[src/design/lx_pkg.sv]
// lx_pkg: shared types, codes and character-class functions for the line lexer.
// Used by lx_step, line_lexer, lx_chk, lx_scoreboard and line_lexer_tb. No dependencies.
package lx_pkg;

  typedef enum logic [2:0] {
    MODE_IDLE = 3'd0,
    MODE_STR  = 3'd1,
    MODE_NUM  = 3'd2,
    MODE_ID   = 3'd3,
    MODE_SKIP = 3'd4
  } lex_mode_t;

  localparam logic [1:0] KIND_SYM = 2'd0;
  localparam logic [1:0] KIND_STR = 2'd1;
  localparam logic [1:0] KIND_NUM = 2'd2;
  localparam logic [1:0] KIND_ID  = 2'd3;

  localparam logic [1:0] ST_OK       = 2'd0;
  localparam logic [1:0] ST_UNCLOSED = 2'd1;
  localparam logic [1:0] ST_UNEXP    = 2'd2;
  localparam logic [1:0] ST_IGNORED  = 2'd3;

  localparam logic ACT_CHAR = 1'b0;
  localparam logic ACT_EOL  = 1'b1;

  localparam logic [7:0] CH_HASH   = 8'h23;
  localparam logic [7:0] CH_DQUOTE = 8'h22;
  localparam logic [7:0] CH_SQUOTE = 8'h27;
  localparam logic [7:0] CH_UNDER  = 8'h5F;
  localparam logic [7:0] CH_DOT    = 8'h2E;

  typedef struct packed {
    logic       prev_closed;
    logic       token_start;
    logic       char_valid;
    logic [7:0] token_char;
    logic [1:0] token_kind;
    logic       token_closed;
    logic [1:0] status;
  } lx_result_t;

  function automatic logic is_space(input logic [7:0] c);
    return (c == 8'h20) || (c >= 8'h09 && c <= 8'h0D);
  endfunction

  function automatic logic is_digit(input logic [7:0] c);
    return c >= 8'h30 && c <= 8'h39;
  endfunction

  function automatic logic is_alpha(input logic [7:0] c);
    return (c >= 8'h41 && c <= 8'h5A) || (c >= 8'h61 && c <= 8'h7A);
  endfunction

  // ~ ( ) [ ] { } < > . , ; = + * - /
  function automatic logic is_symbol(input logic [7:0] c);
    logic r;
    r = 1'b0;
    case (c) inside
      8'h7E, 8'h28, 8'h29, 8'h5B, 8'h5D, 8'h7B, 8'h7D, 8'h3C, 8'h3E,
      8'h2E, 8'h2C, 8'h3B, 8'h3D, 8'h2B, 8'h2A, 8'h2D, 8'h2F: r = 1'b1;
      default: r = 1'b0;
    endcase
    return r;
  endfunction

endpackage

[src/design/lx_step.sv]
// lx_step: combinational lexer step, one beat in, one result and next mode out.
// Depends on lx_pkg.
module lx_step import lx_pkg::*; (
  input  lex_mode_t  mode,
  input  logic       quote_single,
  input  logic       action,
  input  logic [7:0] ch,
  output lx_result_t res,
  output lex_mode_t  mode_next,
  output logic       quote_next
);

  logic       idle_path;
  logic [7:0] quote_ch;

  assign quote_ch = quote_single ? CH_SQUOTE : CH_DQUOTE;

  always_comb begin
    res        = '0;
    mode_next  = mode;
    quote_next = quote_single;
    idle_path  = 1'b0;

    if (action == ACT_EOL) begin
      unique case (mode)
        MODE_STR: begin
          res.token_kind = KIND_STR;
          res.status     = ST_UNCLOSED;
        end
        MODE_NUM: begin
          res.prev_closed = 1'b1;
          res.token_kind  = KIND_NUM;
        end
        MODE_ID: begin
          res.prev_closed = 1'b1;
          res.token_kind  = KIND_ID;
        end
        default: ;
      endcase
      mode_next  = MODE_IDLE;
      quote_next = 1'b0;
    end else begin
      unique case (mode)
        MODE_SKIP: res.status = ST_IGNORED;
        MODE_STR: begin
          res.token_kind = KIND_STR;
          if (ch == quote_ch) begin
            res.token_closed = 1'b1;
            mode_next        = MODE_IDLE;
          end else begin
            res.char_valid = 1'b1;
            res.token_char = ch;
          end
        end
        MODE_NUM: begin
          res.token_kind = KIND_NUM;
          if (is_digit(ch) || ch == CH_DOT || ch == CH_UNDER) begin
            res.char_valid = 1'b1;
            res.token_char = ch;
          end else begin
            res.prev_closed = 1'b1;
            idle_path       = 1'b1;
          end
        end
        MODE_ID: begin
          res.token_kind = KIND_ID;
          if (is_alpha(ch) || is_digit(ch) || ch == CH_UNDER) begin
            res.char_valid = 1'b1;
            res.token_char = ch;
          end else begin
            res.prev_closed = 1'b1;
            idle_path       = 1'b1;
          end
        end
        default: idle_path = 1'b1;
      endcase

      // Reclassify the byte from idle; a closed token's kind survives
      // unless a new token starts here.
      if (idle_path) begin
        mode_next = MODE_IDLE;
        if (ch == CH_HASH) begin
          mode_next  = MODE_SKIP;
          res.status = ST_IGNORED;
        end else if (is_space(ch)) begin
          res.status = ST_IGNORED;
        end else if (is_symbol(ch)) begin
          res.token_start  = 1'b1;
          res.char_valid   = 1'b1;
          res.token_char   = ch;
          res.token_kind   = KIND_SYM;
          res.token_closed = 1'b1;
        end else if (ch == CH_DQUOTE || ch == CH_SQUOTE) begin
          mode_next       = MODE_STR;
          quote_next      = (ch == CH_SQUOTE);
          res.token_start = 1'b1;
          res.token_kind  = KIND_STR;
        end else if (is_digit(ch)) begin
          mode_next       = MODE_NUM;
          res.token_start = 1'b1;
          res.char_valid  = 1'b1;
          res.token_char  = ch;
          res.token_kind  = KIND_NUM;
        end else if (is_alpha(ch) || ch == CH_UNDER) begin
          mode_next       = MODE_ID;
          res.token_start = 1'b1;
          res.char_valid  = 1'b1;
          res.token_char  = ch;
          res.token_kind  = KIND_ID;
        end else begin
          // NUL, non-ASCII and other stray bytes
          mode_next  = MODE_SKIP;
          res.status = ST_UNEXP;
        end
      end
    end
  end

endmodule

[src/design/line_lexer.sv]
// line_lexer: top level of the per-character line tokenizer.
// Depends on lx_pkg and lx_step.
//
// Usage:
//   Input channel (in_valid/in_ready) carries one beat per character or
//   end-of-line marker (action = 1). Output channel (out_valid/out_ready)
//   returns exactly one result beat per input beat, in order.
//   Path: a beat accepted on the input passes through the input register,
//   one level of classify logic and the result register to the output.
//   Throughput: one beat per cycle sustained while out_ready is high; the
//   limit is the single mode register update that each character needs.
//   Stall: while a result waits with out_ready low the result register
//   holds; one more beat can wait in the input register, after which in_ready
//   drops. Nothing is dropped or repeated.
//   Reset (rst, synchronous): both pipeline registers empty, lexer mode
//   idle, quote flag cleared.
//   The lexer mode advances only when a beat moves from the input register
//   into the result register, so stalls never disturb the token state.
module line_lexer import lx_pkg::*; (
  input  logic       clk,
  input  logic       rst,
  input  logic       in_valid,
  output logic       in_ready,
  input  logic       action,
  input  logic [7:0] ch,
  output logic       out_valid,
  input  logic       out_ready,
  output logic       prev_closed,
  output logic       token_start,
  output logic       char_valid,
  output logic [7:0] token_char,
  output logic [1:0] token_kind,
  output logic       token_closed,
  output logic [1:0] status
);

  // input register
  logic       in_full;
  logic       act_r;
  logic [7:0] ch_r;

  // lexer state
  lex_mode_t  mode;
  logic       quote_single;

  // result register
  lx_result_t res_r;
  logic       out_full;

  lx_result_t res_next;
  lex_mode_t  mode_next;
  logic       quote_next;
  logic       out_load;
  logic       advance;

  assign out_load = !out_full || out_ready;
  assign advance  = in_full && out_load;
  assign in_ready = !in_full || out_load;

  lx_step u_step (
    .mode         (mode),
    .quote_single (quote_single),
    .action       (act_r),
    .ch           (ch_r),
    .res          (res_next),
    .mode_next    (mode_next),
    .quote_next   (quote_next)
  );

  always_ff @(posedge clk) begin
    if (rst) begin
      in_full <= 1'b0;
    end else if (in_ready) begin
      in_full <= in_valid;
    end
  end

  always_ff @(posedge clk) begin
    if (in_valid && in_ready) begin
      act_r <= action;
      ch_r  <= ch;
    end
  end

  always_ff @(posedge clk) begin
    if (rst) begin
      mode         <= MODE_IDLE;
      quote_single <= 1'b0;
    end else if (advance) begin
      mode         <= mode_next;
      quote_single <= quote_next;
    end
  end

  always_ff @(posedge clk) begin
    if (rst) begin
      out_full <= 1'b0;
    end else if (out_load) begin
      out_full <= in_full;
    end
  end

  always_ff @(posedge clk) begin
    if (advance) begin
      res_r <= res_next;
    end
  end

  assign out_valid    = out_full;
  assign prev_closed  = res_r.prev_closed;
  assign token_start  = res_r.token_start;
  assign char_valid   = res_r.char_valid;
  assign token_char   = res_r.token_char;
  assign token_kind   = res_r.token_kind;
  assign token_closed = res_r.token_closed;
  assign status       = res_r.status;

endmodule

[config.mk]
export PLATFORM = sky130hd
export DESIGN_NAME = line_lexer
export DESIGN_NICKNAME = d
export VERILOG_FILES = /design/src/design/lx_pkg.sv /design/src/design/lx_step.sv /design/src/design/line_lexer.sv
export SDC_FILE = /design/constraint.sdc
export NUM_CORES = 1
export LEC_CHECK = 0
export CORE_ASPECT_RATIO = 0.7
export CORE_MARGIN = 2
export CORE_UTILIZATION = 50
export CTS_CLUSTER_DIAMETER = 40
export DETAILED_ROUTE_END_ITERATION = 6
export DONT_BUFFER_PORTS = 1
export PLACE_DENSITY_LB_ADDON = 0.2
export SKIP_CTS_REPAIR_TIMING = 1
export SYNTH_ARGS = -nofsm -noshare
export SYNTH_HDL_FRONTEND = slang
export SYNTH_SLANG_ARGS = --single-unit
[constraint.sdc]
create_clock -name clk -period 2.45 [get_ports clk]
set_input_delay 0.49 -clock clk [delete_from_list [all_inputs] [get_ports clk]]
set_output_delay 0.49 -clock clk [all_outputs]
set_load 0.05 [all_outputs]
==> Yosys cells after proc, flatten, opt, wreduce, memory -nomap -nowiden <==
Index checks and enable logic that the tools add are counted.
{ "totals": {"ff_bits": 31, "word_cells": 136} }
{ "op_classes": {"n_lt_le_gt_ge": 8, "n_eq_ne": 30, "n_mux": 56, "bitwise_logic": 1, "n_reduce_logical": 28} }
{ "ops": {"columns": ["op", "n"], "rows": [
  ["equality test 8 x 6 -> 1 bit (second input constant)", 16],
  ["2-to-1 mux 12 bit", 5],
  ["equality test 8 x 7 -> 1 bit (second input constant)", 6],
  ["2-to-1 mux 9 bit", 4],
  ["2-to-1 mux 3 bit", 11],
  ["one-hot mux 11 bit (3 select lines)", 1],
  ["2-to-1 mux 1 bit", 21],
  ["2-to-1 mux 2 bit", 10],
  ["OR reduction 17 bit", 1],
  [">= comparator 8 x 7 -> 1 bit (second input constant)", 2],
  ["less-or-equal comparator 8 x 7 -> 1 bit (second input constant)", 2],
  ["2-to-1 mux 14 bit", 1],
  ["logical OR 1 bit", 10],
  ["equality test 8 bit", 1],
  [">= comparator 8 x 4 -> 1 bit (second input constant)", 1],
  [">= comparator 8 x 6 -> 1 bit (second input constant)", 1],
  ["less-or-equal comparator 8 x 4 -> 1 bit (second input constant)", 1],
  ["less-or-equal comparator 8 x 6 -> 1 bit (second input constant)", 1],
  ["equality test 3 x 2 -> 1 bit (second input constant)", 2],
  ["logical AND 1 bit", 6],
  ["!= test 2 bit (second input constant)", 3],
  ["one-hot mux 2 bit (3 select lines)", 1],
  ["AND reduction 6 bit", 1],
  ["nonzero test 3 bit", 2],
  ["other kinds (10)", 13]
]} }

==> Logic depth before layout (Yosys ltp) <==
{ "depth": {"depth_word": 15, "ltp_mapped": 8} }

==> Modules after synthesis <==
From an unflattened synthesis, not the netlist that was laid out.
{ "unflattened": {"cells_unflattened": 175, "area_unflattened_um2": 1764.2} }
{ "by_module_without_submodules": {"columns": ["module", "instances", "cells_each", "area_per_inst_um2", "seq_area_each_um2"], "rows": [
  ["line_lexer", 1, 53, 1023.5, 870.8],
  ["lx_step", 1, 122, 740.7, 0.0]
]} }

==> Worst setup path before layout <==
Ideal clock, no wire load.
{ "synth_timing": {"kind": "register to register", "from": "register ch_r[0]", "to": "register res_r (netlist bit token_char[0]), data pin", "setup_ns": 0.255, "t_arrival_ns": 1.846, "required_time_ns": 2.195, "setup_slack_ns": 0.349, "stages_incl_launch_ff": 7, "n_path_buf": 0, "synth_period_minus_slack_ns": 2.101, "cell_sequence": "edfxtp_1 > or4_4 > o21ai_2 > o21ai_2 > or2_4 > a32o_1 > and2_1"} }
{ "synth_between": {"elab_chain_cells": 14, "elab_cells_between_ends": 64, "classes_between": "order compare: 8; eq/ne: 23; mux: 20; reduce/logical: 13"} }
{ "synth_rtl": {"columns": ["item", "line_no", "source"], "rows": [
  ["start: declaration", "line_lexer.sv:40", "logic [7:0] ch_r;"],
  ["start signal: assignment", "line_lexer.sv:81", "ch_r <= ch;"],
  [">= comparator 8 x 7 -> 1 bit or less-or-equal comparator 8 x 7 -> 1 bit (tied branches)", "lx_pkg.sv:51", "return (c >= 8'h41 && c <= 8'h5A) || (c >= 8'h61 && c <= 8'h7A);"],
  ["logical AND 1 bit", "lx_pkg.sv:51", null],
  ["logical OR 1 bit", "lx_pkg.sv:51", null],
  ["logical OR 1 bit (2 in a row)", "lx_step.sv:67", "if (is_alpha(ch) || is_digit(ch) || ch == CH_UNDER) begin"],
  ["2-to-1 mux 9 bit", "lx_step.sv:67", null],
  ["one-hot mux 11 bit (3 select lines)", "lx_step.sv:43", "unique case (mode)"],
  ["2-to-1 mux 12 bit", "lx_step.sv:104", "end else if (is_alpha(ch) || ch == CH_UNDER) begin"],
  ["2-to-1 mux 12 bit", "lx_step.sv:98", "end else if (is_digit(ch)) begin"],
  ["2-to-1 mux 9 bit", "lx_step.sv:93", "end else if (ch == CH_DQUOTE || ch == CH_SQUOTE) begin"],
  ["2-to-1 mux 12 bit", "lx_step.sv:87", "end else if (is_symbol(ch)) begin"],
  ["2-to-1 mux 12 bit", "lx_step.sv:85", "end else if (is_space(ch)) begin"],
  ["2-to-1 mux 12 bit", "lx_step.sv:82", "if (ch == CH_HASH) begin"],
  ["2-to-1 mux 14 bit *", "lx_step.sv:80", "if (idle_path) begin"],
  ["end signal: assignment", "line_lexer.sv:105", "res_r <= res_next;"],
  ["end: declaration", "line_lexer.sv:47", "lx_result_t res_r;"]
]} }
Every way passes the cells marked *; elsewhere a longest branch is shown, timed or not. The select of a mux whose other input is x is not followed.
A chain may end at the register's enable or synchronous reset.

==> Final worst setup path <==
{ "layout_timing": {"from": "register ch_r[1]", "to": "register res_r (netlist bit token_char[5]), data pin"} }
The elaborated chain is that of the path after synthesis.

==> flow_metrics.env <==
export IMPL_status="completed"
export IMPL_tightest_slew_ps=469
export IMPL_min_delay_path_class="in2reg"
export IMPL_max_cap_violations=0
export IMPL_p_leak_uw=0.000691
export IMPL_period_needed_ps=2330
export IMPL_crit_path_top_delay_cell="edfxtp_1"
export IMPL_htreeDepth=2
export IMPL_cp_start_kind="flip-flop"
export IMPL_final_common_cell="edfxtp_1"
export IMPL_port_buffers=0
export IMPL_hold_violations=0
export IMPL_synth_area_um2=1690
export IMPL_fin_ws_ps=118
export IMPL_fillers=281
export IMPL_drt_first_pass_iters=5
export IMPL_crit_chain="or4_4 -> o21ai_2 -> o21ai_2 -> or2_4 -> a32o_1 -> and2_1"
export IMPL_yosysWarnings=0
export IMPL_worstPathRequired_ps=2490
export IMPL_antenna_left=0
export IMPL_r2r_cells=6
export IMPL_core_um2=3190
export IMPL_drc=0
export IMPL_yosys_area_top_type="edfxtp_1"
export IMPL_num_vias=1352
export IMPL_p_per_area_nw_per_um2=670
export IMPL_crit_fanout=11
export IMPL_die_w_um=73.5
export IMPL_cp_common_cell="o21ai_2"
export IMPL_synth_seq_cells=31
export IMPL_syn_nets=177
export IMPL_pwr_share_clk_pct=37.2
export IMPL_r2r_setup_slack_ps=120
export IMPL_hpwl_um=2510
export IMPL_tritoncts="yes"
export IMPL_finalWirelength_um=3460
export IMPL_async_reset_ff_share_pct=0
export IMPL_maxSlewHeadroom_pct=68.8
export IMPL_initial_core_util_pct=53.0
export IMPL_finalSetupTns_ps=0
export IMPL_rows=17
export IMPL_min_path_cells=1
export IMPL_cts_root_buf="clkbuf_8"
export IMPL_crit_arrival_ps=2370
export IMPL_post_route_period_util_pct=95.2
export IMPL_grt_max_degree=20
export IMPL_pre_cts_slack_ps=152
export IMPL_place_congestion=1.02
export IMPL_synth_edf_count=25
export IMPL_cts_sinks=31
export IMPL_via_per_inst=6.26
export IMPL_maxSlewViolCount=0
export IMPL_cpPeakStageDelay_ps=540
export IMPL_grt_setup_unrepaired="no"
export IMPL_drt_iter0_markers=184
export IMPL_avgRoutedWirePerCell_um=16.0
export IMPL_peakVddDrop_v=0.000486
export IMPL_path_class="reg2reg"
export IMPL_drive_gt1_share_pct=15.7
export IMPL_overflow=0
export IMPL_synth_top_area_share_pct=44.4
export IMPL_cts_clk_slew_worst_paths_ps=70
export IMPL_nets=190
export IMPL_synth_cells=164
export IMPL_p_switching_uw=330
export IMPL_synth_ff_type="edfxtp_1"
export IMPL_grtUsageTotal_pct=19.8
export IMPL_mostFrequentLayoutCells="edfxtp_1, buf_4, nand2_1, a21oi_1, and2_1"
export IMPL_fin_worst_skew_ps=5.80
export IMPL_grt_pass1_vias=1228
export IMPL_worstSetupEndpointType="flip-flop"
export IMPL_avgSynthCellArea_um2=10.3
export IMPL_die_y_um=52.6
export IMPL_antenna_found_initial=0
export IMPL_ys_seq_area_share_pct=51.5
export IMPL_clock_path_buffers=2
export IMPL_yosys_top_cells_area="edfxtp_1, dfxtp_1, and2_1"
export IMPL_area_delta_synth_final_pct=13.4
export IMPL_clkLatencyLatePin_ps=280
export IMPL_seqPwrFrac_pct=52.0
export IMPL_synth_cell_types=49
export IMPL_power_frac_comb_pct=10.8
export IMPL_grt_first_pass_wirelength_um=5710
export IMPL_cts_buffers=5
export IMPL_dieArea_um2=3870
export IMPL_clock_fmax_mhz=429
export IMPL_finalSetupViolCount=0
export IMPL_internal_power_uw=955
export IMPL_sw_frac_of_total_pct=25.7
export IMPL_pin_count=31
export IMPL_n_antenna_cell=0
per-stage QoR:
stage | cell area [um2] | hold slack (ps) | cells | power, uW | utilization [%]
floorplan | 1690 | 458 | 164 | 776 | -
global placement | 1810 | 484 | 208 | 814 | 56.7
detailed placement | 1810 | 493 | 208 | 816 | 56.7
CTS | 1920 | 270 | 216 | 1290 | 60.1
global route | 1920 | 266 | 216 | 1340 | 60.1
finish | 1920 | 276 | 216 | 1290 | 60.1
kinds of logic (layout without fill, tap and decap cells):
group	after synthesis	in the layout	share of synthesized area, %
flip-flops	31	31	51.5
buffers and inverters	15	29	3.77
AND/OR/NAND/NOR	67	67	22.7
AO/OA/AOI/OAI	47	47	19.9
XOR/XNOR	4	4	2.07
Yosys cell counts, types with 4 or more instances:
cell and instances:
edfxtp_1 25, a21oi_1 11, nand2_1 11, and2_1 10, nor2_1 9, o21ai_0 9, nor3_1 7, dfxtp_1 6
clkbuf_1 5, inv_1 5, nor2b_1 5, and3_1 4, nand2b_1 4
registers in the layout, summed over array words and instances (netlist names):
signal,flops
ch_r,8
token_char,8
mode,3
status,2
token_kind,2
act_r,1
char_valid,1
in_full,1
out_valid,1
prev_closed,1
quote_single,1
token_closed,1
token_start,1
power by group through the flow:
stage          combinational [uW]  sequential [uW]  clock (uW)
6_report                      139              668         478
5_1_grt                       154              672         512
4_1_cts                       137              668         489
3_5_place_dp                  137              680           0
3_3_place_gp                  135              679           0
2_1_floorplan                98.7              677           0
per-layer routing:
| metal | vias up | GRT usage [%] | routed length, um |
|---|---|---|---|
| met4 | 0 | 5.76 | 38 |
| met2 | 89 | 29.6 | 1450 |
| li1 | 647 | - | - |
| met1 | 610 | 27.7 | 1650 |
| met3 | 6 | 5.96 | 319 |
| met5 | - | 0 | 0 |
final timing paths:
kind | startpoint | endpoint
worst min-delay path | rst | mode[2]
worst max register to register | ch_r[1] | token_char[5]
worst max-delay path | ch_r[1] | token_char[5]
worst min register to register | quote_single | quote_single
critical path, delay by kind of cell, from the launching register on:
kind	cells	cell delay, ps
flops	1	540
simple gates	3	950
compound gates	3	590
final cells by class:
type / count / area [um2] / share of cell area, %
Multi-Input combinational cell: 118 / 756 / 39.4
Timing Repair Buffer: 15 / 113 / 5.87
Tap cell: 38 / 47.5 / 2.48
Sequential cell: 31 / 871 / 45.4
Clock inverter: 3 / 38.8 / 2.02
Clock buffer: 5 / 68.8 / 3.59
Inverter: 6 / 22.5 / 1.17
Note: power is estimated with default switching activity, not from simulation.
